===== src/rtl/core/hlit_pkg.sv =====
// Shared types and constants for the header list item tokenizer.
// No dependencies; every other file in rtl/core imports this package.
`default_nettype none

package hlit_pkg;

    localparam int MAX_COMMENT_DEPTH_DEF = 15;
    localparam int QUEUE_DEPTH           = 2;

    localparam logic [7:0] CH_SPACE  = 8'h20;
    localparam logic [7:0] CH_TAB    = 8'h09;
    localparam logic [7:0] CH_COMMA  = 8'h2C;
    localparam logic [7:0] CH_DQUOTE = 8'h22;
    localparam logic [7:0] CH_LPAREN = 8'h28;
    localparam logic [7:0] CH_RPAREN = 8'h29;
    localparam logic [7:0] CH_EQUALS = 8'h3D;
    localparam logic [7:0] CH_SLASH  = 8'h2F;
    localparam logic [7:0] CH_SEMI   = 8'h3B;
    localparam logic [7:0] CH_BSLASH = 8'h5C;

    typedef enum logic [1:0] {
        SPACE_NONE    = 2'd0,
        SPACE_PENDING = 2'd1,
        SPACE_DROP    = 2'd2
    } space_mode_t;

    // Work for the back end: which of the three results an item causes, in order
    // pending space, character, item end.
    typedef struct packed {
        logic       space;
        logic       char_out;
        logic       item_end;
        logic [7:0] data;
    } cmd_t;

endpackage

`default_nettype wire


===== src/rtl/core/hlit_front.sv =====
// Front end: accepts bytes, tracks quote/comment/escape/space state and
// classifies each item into a command. Depends on hlit_pkg.
`default_nettype none

module hlit_front
    import hlit_pkg::*;
#(
    parameter int MAX_COMMENT_DEPTH = MAX_COMMENT_DEPTH_DEF
)
(
    input  wire logic       clk,
    input  wire logic       rst_n,
    input  wire logic       in_valid,
    input  wire logic [7:0] in_byte,
    input  wire logic       in_last,
    input  wire logic       q_ready,
    output logic            in_ready,
    output logic            q_push,
    output cmd_t            q_cmd
);

    localparam int DEPTH_W = $clog2(MAX_COMMENT_DEPTH + 1);
    localparam logic [DEPTH_W-1:0] DEPTH_MAX = DEPTH_W'(MAX_COMMENT_DEPTH);

    logic               inside_reg,  inside_next;
    logic               esc_reg,     esc_next;
    logic               quote_reg,   quote_next;
    logic [DEPTH_W-1:0] depth_reg,   depth_next;
    space_mode_t        mode_reg,    mode_next;

    logic accept;
    logic skip;
    logic shielded;
    logic ended;
    logic space_pend;
    cmd_t cmd;

    assign in_ready   = q_ready;
    assign accept     = in_valid && q_ready;
    assign skip       = !inside_reg &&
                        (in_byte == CH_SPACE || in_byte == CH_TAB || in_byte == CH_COMMA);
    assign shielded   = (depth_reg != '0) || quote_reg;
    assign space_pend = (mode_reg == SPACE_PENDING);

    always_comb
    begin
        inside_next  = inside_reg;
        esc_next     = esc_reg;
        quote_next   = quote_reg;
        depth_next   = depth_reg;
        mode_next    = mode_reg;
        ended        = 1'b0;
        cmd.space    = 1'b0;
        cmd.char_out = 1'b0;
        cmd.item_end = 1'b0;
        cmd.data     = in_byte;

        if (!skip)
        begin
            inside_next = 1'b1;
            if (esc_reg)
            begin
                esc_next     = 1'b0;
                cmd.char_out = 1'b1;
            end
            else
            begin
                unique case (in_byte)
                    CH_BSLASH:
                    begin
                        esc_next     = 1'b1;
                        cmd.space    = space_pend;
                        cmd.char_out = 1'b1;
                        mode_next    = SPACE_NONE;
                    end
                    CH_DQUOTE:
                    begin
                        if (depth_reg == '0)
                            quote_next = !quote_reg;
                        cmd.space    = space_pend;
                        cmd.char_out = 1'b1;
                        mode_next    = SPACE_NONE;
                    end
                    CH_LPAREN:
                    begin
                        // saturate at the nesting bound
                        if (!quote_reg && depth_reg < DEPTH_MAX)
                            depth_next = depth_reg + 1'b1;
                        cmd.space    = space_pend;
                        cmd.char_out = 1'b1;
                        mode_next    = SPACE_NONE;
                    end
                    CH_RPAREN:
                    begin
                        // drop any pending space before a closing paren
                        if (depth_reg != '0)
                            depth_next = depth_reg - 1'b1;
                        cmd.char_out = 1'b1;
                        mode_next    = SPACE_NONE;
                    end
                    CH_SPACE, CH_TAB:
                    begin
                        if (mode_reg == SPACE_NONE)
                        begin
                            if (shielded)
                                cmd.char_out = 1'b1;
                            else
                                mode_next = SPACE_PENDING;
                        end
                    end
                    CH_EQUALS, CH_SLASH, CH_SEMI:
                    begin
                        if (!shielded)
                            mode_next = SPACE_DROP;
                        cmd.char_out = 1'b1;
                    end
                    CH_COMMA:
                    begin
                        if (!shielded)
                        begin
                            cmd.item_end = 1'b1;
                            ended        = 1'b1;
                            inside_next  = 1'b0;
                            esc_next     = 1'b0;
                            quote_next   = 1'b0;
                            depth_next   = '0;
                            mode_next    = SPACE_NONE;
                        end
                        else
                        begin
                            cmd.space    = space_pend;
                            cmd.char_out = 1'b1;
                            mode_next    = SPACE_NONE;
                        end
                    end
                    default:
                    begin
                        cmd.space    = space_pend;
                        cmd.char_out = 1'b1;
                        mode_next    = SPACE_NONE;
                    end
                endcase
            end

            // close whatever is open at the end of the field
            if (in_last)
            begin
                if (!ended)
                    cmd.item_end = 1'b1;
                inside_next = 1'b0;
                esc_next    = 1'b0;
                quote_next  = 1'b0;
                depth_next  = '0;
                mode_next   = SPACE_NONE;
            end
        end
    end

    assign q_cmd  = cmd;
    assign q_push = accept && (cmd.space || cmd.char_out || cmd.item_end);

    always_ff @(posedge clk or negedge rst_n)
    begin
        if (!rst_n)
        begin
            inside_reg <= 1'b0;
            esc_reg    <= 1'b0;
            quote_reg  <= 1'b0;
            depth_reg  <= '0;
            mode_reg   <= SPACE_NONE;
        end
        else if (accept)
        begin
            inside_reg <= inside_next;
            esc_reg    <= esc_next;
            quote_reg  <= quote_next;
            depth_reg  <= depth_next;
            mode_reg   <= mode_next;
        end
    end

endmodule

`default_nettype wire


===== src/rtl/core/hlit_queue.sv =====
// Short command queue between front and back ends.
// Depends on hlit_pkg for cmd_t and QUEUE_DEPTH.
`default_nettype none

module hlit_queue
    import hlit_pkg::*;
(
    input  wire logic clk,
    input  wire logic rst_n,
    input  wire logic push,
    input  wire cmd_t push_cmd,
    output logic      push_ready,
    input  wire logic pop,
    output logic      pop_valid,
    output cmd_t      pop_cmd
);

    localparam int PTR_W = (QUEUE_DEPTH > 1) ? $clog2(QUEUE_DEPTH) : 1;
    localparam int CNT_W = $clog2(QUEUE_DEPTH + 1);
    localparam logic [CNT_W-1:0] CNT_FULL = CNT_W'(QUEUE_DEPTH);
    localparam logic [PTR_W-1:0] PTR_LAST = PTR_W'(QUEUE_DEPTH - 1);

    cmd_t             slot_reg [QUEUE_DEPTH];
    logic [PTR_W-1:0] wr_ptr_reg, wr_ptr_next;
    logic [PTR_W-1:0] rd_ptr_reg, rd_ptr_next;
    logic [CNT_W-1:0] count_reg,  count_next;
    logic             do_push, do_pop;

    assign push_ready = (count_reg != CNT_FULL);
    assign pop_valid  = (count_reg != '0);
    assign pop_cmd    = slot_reg[rd_ptr_reg];
    assign do_push    = push && push_ready;
    assign do_pop     = pop && pop_valid;

    always_comb
    begin
        wr_ptr_next = wr_ptr_reg;
        rd_ptr_next = rd_ptr_reg;
        count_next  = count_reg;
        if (do_push)
            wr_ptr_next = (wr_ptr_reg == PTR_LAST) ? '0 : wr_ptr_reg + 1'b1;
        if (do_pop)
            rd_ptr_next = (rd_ptr_reg == PTR_LAST) ? '0 : rd_ptr_reg + 1'b1;
        if (do_push && !do_pop)
            count_next = count_reg + 1'b1;
        else if (do_pop && !do_push)
            count_next = count_reg - 1'b1;
    end

    always_ff @(posedge clk)
    begin
        if (do_push)
            slot_reg[wr_ptr_reg] <= push_cmd;
    end

    always_ff @(posedge clk or negedge rst_n)
    begin
        if (!rst_n)
        begin
            wr_ptr_reg <= '0;
            rd_ptr_reg <= '0;
            count_reg  <= '0;
        end
        else
        begin
            wr_ptr_reg <= wr_ptr_next;
            rd_ptr_reg <= rd_ptr_next;
            count_reg  <= count_next;
        end
    end

endmodule

`default_nettype wire


===== src/rtl/core/hlit_back.sv =====
// Back end: expands each command into up to three results, one per cycle
// while out_ready is high, from a registered output stage. Depends on hlit_pkg.
`default_nettype none

module hlit_back
    import hlit_pkg::*;
(
    input  wire logic clk,
    input  wire logic rst_n,
    input  wire logic q_valid,
    input  wire cmd_t q_cmd,
    output logic      q_pop,
    output logic      out_valid,
    input  wire logic out_ready,
    output logic      out_byte_valid,
    output logic [7:0] out_byte,
    output logic      out_item_end
);

    cmd_t cur_reg, cur_next;
    cmd_t rest;
    logic out_accept;
    logic rest_empty;

    assign out_valid  = cur_reg.space || cur_reg.char_out || cur_reg.item_end;
    assign out_accept = out_valid && out_ready;

    // what is left of the current command once the front result is taken
    always_comb
    begin
        rest = cur_reg;
        priority if (cur_reg.space)
            rest.space = 1'b0;
        else if (cur_reg.char_out)
            rest.char_out = 1'b0;
        else
            rest.item_end = 1'b0;
    end

    assign rest_empty = !(rest.space || rest.char_out || rest.item_end);
    assign q_pop      = q_valid && (!out_valid || (out_accept && rest_empty));

    always_comb
    begin
        cur_next = cur_reg;
        if (q_pop)
            cur_next = q_cmd;
        else if (out_accept)
            cur_next = rest;
    end

    always_comb
    begin
        out_byte_valid = 1'b0;
        out_byte       = 8'h00;
        out_item_end   = 1'b0;
        priority if (cur_reg.space)
        begin
            out_byte_valid = 1'b1;
            out_byte       = CH_SPACE;
        end
        else if (cur_reg.char_out)
        begin
            out_byte_valid = 1'b1;
            out_byte       = cur_reg.data;
        end
        else if (cur_reg.item_end)
            out_item_end = 1'b1;
    end

    always_ff @(posedge clk or negedge rst_n)
    begin
        if (!rst_n)
            cur_reg <= '0;
        else
            cur_reg <= cur_next;
    end

endmodule

`default_nettype wire


===== src/rtl/core/header_list_item_tokenizer.sv =====
// Top level of the header list item tokenizer: front end, command queue, back end.
// Depends on hlit_pkg, hlit_front, hlit_queue and hlit_back.
//
//  channel  | dir | payload
//  ---------+-----+-----------------------------------------------------------
//  s_axis   | in  | tdata[7:0] in_byte, tlast field_end
//  m_axis   | out | tdata[0] byte_valid, tdata[8:1] out_byte, tlast item_end
//
// One input item is accepted per cycle while the command queue has room; the
// back end delivers one result per cycle while the receiver is ready, up to three
// per item. The two-entry command queue lets the front keep taking bytes while the
// output is stalled, until the queue is full. An accepted byte passes a queue slot
// and the back end's output register. rst_n clears all state at once; no clearing pass is needed.
`default_nettype none

module header_list_item_tokenizer
    import hlit_pkg::*;
#(
    parameter int MAX_COMMENT_DEPTH = MAX_COMMENT_DEPTH_DEF
)
(
    input  wire logic        clk,
    input  wire logic        rst_n,
    input  wire logic        s_axis_tvalid,
    output logic             s_axis_tready,
    input  wire logic [7:0]  s_axis_tdata,   // [7:0] in_byte
    input  wire logic        s_axis_tlast,   // field_end
    output logic             m_axis_tvalid,
    input  wire logic        m_axis_tready,
    output logic [15:0]      m_axis_tdata,   // [0] byte_valid, [8:1] out_byte, rest zero
    output logic             m_axis_tlast    // item_end
);

    logic       q_ready;
    logic       q_push;
    cmd_t       push_cmd;
    logic       q_valid;
    logic       q_pop;
    cmd_t       pop_cmd;
    logic       res_byte_valid;
    logic [7:0] res_byte;

    hlit_front #(
        .MAX_COMMENT_DEPTH (MAX_COMMENT_DEPTH)
    ) u_front (
        .clk      (clk),
        .rst_n    (rst_n),
        .in_valid (s_axis_tvalid),
        .in_byte  (s_axis_tdata),
        .in_last  (s_axis_tlast),
        .q_ready  (q_ready),
        .in_ready (s_axis_tready),
        .q_push   (q_push),
        .q_cmd    (push_cmd)
    );

    hlit_queue u_queue (
        .clk        (clk),
        .rst_n      (rst_n),
        .push       (q_push),
        .push_cmd   (push_cmd),
        .push_ready (q_ready),
        .pop        (q_pop),
        .pop_valid  (q_valid),
        .pop_cmd    (pop_cmd)
    );

    hlit_back u_back (
        .clk            (clk),
        .rst_n          (rst_n),
        .q_valid        (q_valid),
        .q_cmd          (pop_cmd),
        .q_pop          (q_pop),
        .out_valid      (m_axis_tvalid),
        .out_ready      (m_axis_tready),
        .out_byte_valid (res_byte_valid),
        .out_byte       (res_byte),
        .out_item_end   (m_axis_tlast)
    );

    assign m_axis_tdata = {7'd0, res_byte, res_byte_valid};

endmodule

`default_nettype wire


===== config.mk =====
export PLATFORM = sky130hd
export DESIGN_NAME = header_list_item_tokenizer
export DESIGN_NICKNAME = d
export VERILOG_FILES = /design/src/rtl/core/hlit_pkg.sv /design/src/rtl/core/hlit_front.sv /design/src/rtl/core/hlit_queue.sv /design/src/rtl/core/hlit_back.sv /design/src/rtl/core/header_list_item_tokenizer.sv
export SDC_FILE = /design/constraint.sdc
export NUM_CORES = 1
export LEC_CHECK = 0
export BUFFER_PORTS_ARGS = -buffer_cell sky130_fd_sc_hd__buf_2
export CORE_UTILIZATION = 29
export DETAILED_ROUTE_END_ITERATION = 12
export SETUP_SLACK_MARGIN = 0.1
export SYNTH_ARGS = -nofsm -noshare
export SYNTH_HDL_FRONTEND = slang
export SYNTH_SLANG_ARGS = --single-unit

===== constraint.sdc =====
create_clock -name clk -period 3.2 [get_ports clk]
set_clock_uncertainty 0.2 [all_clocks]
set_input_delay 0.64 -clock clk [delete_from_list [all_inputs] [get_ports clk]]
set_output_delay 0.64 -clock clk [all_outputs]
set_load 0.005 [all_outputs]

==> results by group <==
Route
  • Detailed-route wire length per cell: 12.9 um
  • Number of vias per cell: 4.74
  • DR pass1 iterations: 4
  • DRT Wirelength: 4450 um
  • Final ANT Viol Nets: 0
  • DRC viols: 0
  • DR iter-0 viols: 73
  • DR vias: about 1600

Worst setup path
  • Max incr delay on CP: slightly above 0.4 ns
  • Critical path cell sequence: buf_2, nor4b_2, nand3_1, inv_1, ha_1, a21o_2, a21oi_1, xnor2_1, and4_1, a211o_1
  • Max stage delay cell, worst path: nor4b_2
  • Startpoint Class: primary input
  • Worst path buffer plus inverter count: 2
  • WP data arrival: approximately 2.6 ns
  • CP max FO: 8
  • Crit Path Class: primary input to flop
  • Crit-path leading delay family: simple AND/OR/NAND/NOR gates
  • Critical path required time: between 3 and 4 ns
  • Setup crit end kind: flop

Timing
  • Final period utilization: 0.817
  • Post-route setup TNS: 0 ns
  • Final setup fails: 0
  • Final hold violations: 0
  • Normalized max-slew margin: 0.556
  • Worst-Margin Slew: 0.660 ns
  • Period minus WS final: roughly 2.6 ns
  • Max-slew violation count: 0
  • Maximum clock frequency: ~0.38 GHz
  • RSZ-0062 raised after global routing: no

Global routing
  • First-pass GRT wire length: 7560 um
  • Antenna violations before repair: 0
  • Vias in the first global route: 1550
  • Largest net degree at the start of global routing: 25
  • Total GRT Usage: 0.109
  • GRT overflow: 0

Logic synthesis
  • Post-synthesis simple-gate area fraction: 0.165
  • #FFs+latches synth: 46
  • Area leader, netlist: edfxtp_1
  • Yosys top cell area share: 0.267
  • Post-synth top cells: dfrtp_1, edfxtp_1, nor2_1, mux2_2
  • Fraction of registers with async set/reset: 0.522
  • Seq/Total Area, Yosys: 0.509
  • Mux contribution to synthesized area: 0.0929
  • Ys flop type: dfrtp_1
  • Cells after Synth: approximately 210
  • Post-synthesis adder-cell area fraction: 0.0273
  • Post-synthesis xor/xnor area fraction: 0.0318
  • Synth area leaders: edfxtp_1, dfrtp_1, mux2_2
  • Synth unique cells: 57
  • Count leader, synth: dfrtp_1
  • Yosys warnings: 0
  • Complex-gate fraction of the synthesized area: 0.116
  • Mapped Avg Cell Area: ~12 um2
  • Largest family of logic cells by synthesized area: simple AND/OR/NAND/NOR gates
  • Number of flops mapped to enable cells by yosys: 22
  • Post-synthesis instance area: about 2500 um2

Place
  • # placed instances: 338
  • IO Port Bufs: 24
  • Hpwl dp: ~3400 um
  • Routability-driven placement congestion ratio: about 0.84

CTS
  • Clk slew on worst S/H paths: 0.08 ns
  • CTS tree: yes
  • CTS Buf Count: 5
  • Post-CTS sizing: 0
  • Cts hold-fix bufs: 0
  • Clock insertion delay at the later pin of the skew report: 0.29 ns
  • Root cell of the clock tree: clkbuf_8
  • H-tree levels: 2
  • Clk sinks: 46
  • Clk buf depth: 2
  • Setup repair bufs after CTS: 0

Cells and area
  • Ant diodes: 0
  • Share of cells above drive strength 1: 0.270
  • Filler instances: around 850
  • Largest register FFs: 22
  • NumNets Final: 257
  • Layout area overhead: 12.9%
  • Final instance count without filler cells: about 350

Power
  • Pwr dens: around 770 nW/um2
  • Worst vdd ir: between 0.0002 and 0.00025 V
  • Leakage power: approximately 1.1 nW

Die
  • Initial Util: 0.300
  • Core ar.: approximately 8300 um2
  • Die H: between 90 and 100 um
  • Rows: 33
  • Die W: roughly 94 um
  • Die area: a little under 9000 um2
  • I/O Pins: 32

Job
  • Max_cap viols: 0

Min path
  • Min-delay worst type: primary input to async pin

Outcome
  • Status: finished clean
-- per-layer routing --
layer / up-vias / GRT usage / wire length [um]
met4: 0 / 0.0321 / 80
met3: 9 / 0.0258 / 177
met2: 40 / 0.185 / 2100
met5: - / 0 / 0
li1: 821 / - / -
met1: 770 / 0.137 / 2090
-- area by class of cell --
cell class / count / area, um2 / area share
repair buffers: 29 / 158 / 0.0564
multi-input cells: 148 / 1100 / 0.393
clock inverters: 2 / 37.5 / 0.0134
inverters: 10 / 37.5 / 0.0134
well taps: 105 / 131 / 0.0470
flip-flops and latches: 46 / 1260 / 0.451
clock buffers: 6 / 72.6 / 0.0260
-- kinds of logic (layout without fill, tap and decap cells) --
kind of cell    count (synthesis)  in the layout
buf+inv                        26             47
other cells                     1              7
mux                            21             21
fa+ha+maj                       5              5
simple gates                   70             70
flops                          46             46
compound gates                 36             36
xor+xnor                        9              9
-- per-stage QoR --
stage	setup slack [ns]	hold WS, ns	area [um2]	utilization	total power [W]
final	0.587	0.143	2800	0.339	0.00216
after detailed placement	0.286	0.282	2690	0.325	0.00177
after global routing	0.407	0.170	2800	0.339	0.00232
after floorplan	0.488	0.144	2500	-	0.00154
after global placement	0.338	0.274	2690	0.325	0.00175
after CTS	0.591	0.152	2800	0.339	0.00220
-- where the power goes --
group / total (W) / internal [W] / leakage (nW) / switching [W]
logic: 0.000778 / 0.000418 / 0.591 / 0.000360
registers: 0.000959 / 0.000832 / 0.496 / 0.000127
clock network: 0.000420 / 0.000233 / 0.0514 / 0.000187
total: 0.00216 / 0.00148 / 1.14 / 0.000675
-- cell usage in the layout (no fill, tap or decap), drive strengths merged, types with 5 or more instances in the layout --
master,n
nor2,18
and2,10
nand3,5
buf,29
mux2,16
xnor2,6
mux2i,5
nand2,7
dfrtp,24
o21ai,9
edfxtp,22
conb,7
clkbuf,6
inv,10
-- final timing paths --
check	start	endpoint	slack, ns	cells past startpoint
min reg2reg	u_queue.wr_ptr_reg	u_queue.wr_ptr_reg	0.30	1
min	rst_n	u_back.cur_reg[7]	0.14	1
max	s_axis_tdata[4]	u_front.depth_reg[3]	0.59	10
min in group clk	u_queue.wr_ptr_reg	u_queue.wr_ptr_reg	0.30	1
max in group asynchronous	rst_n	u_queue.wr_ptr_reg	2.27	1
max reg2reg	u_front.depth_reg[1]	u_queue.count_reg[1]	0.74	9
(Power assumes the default switching activity.)
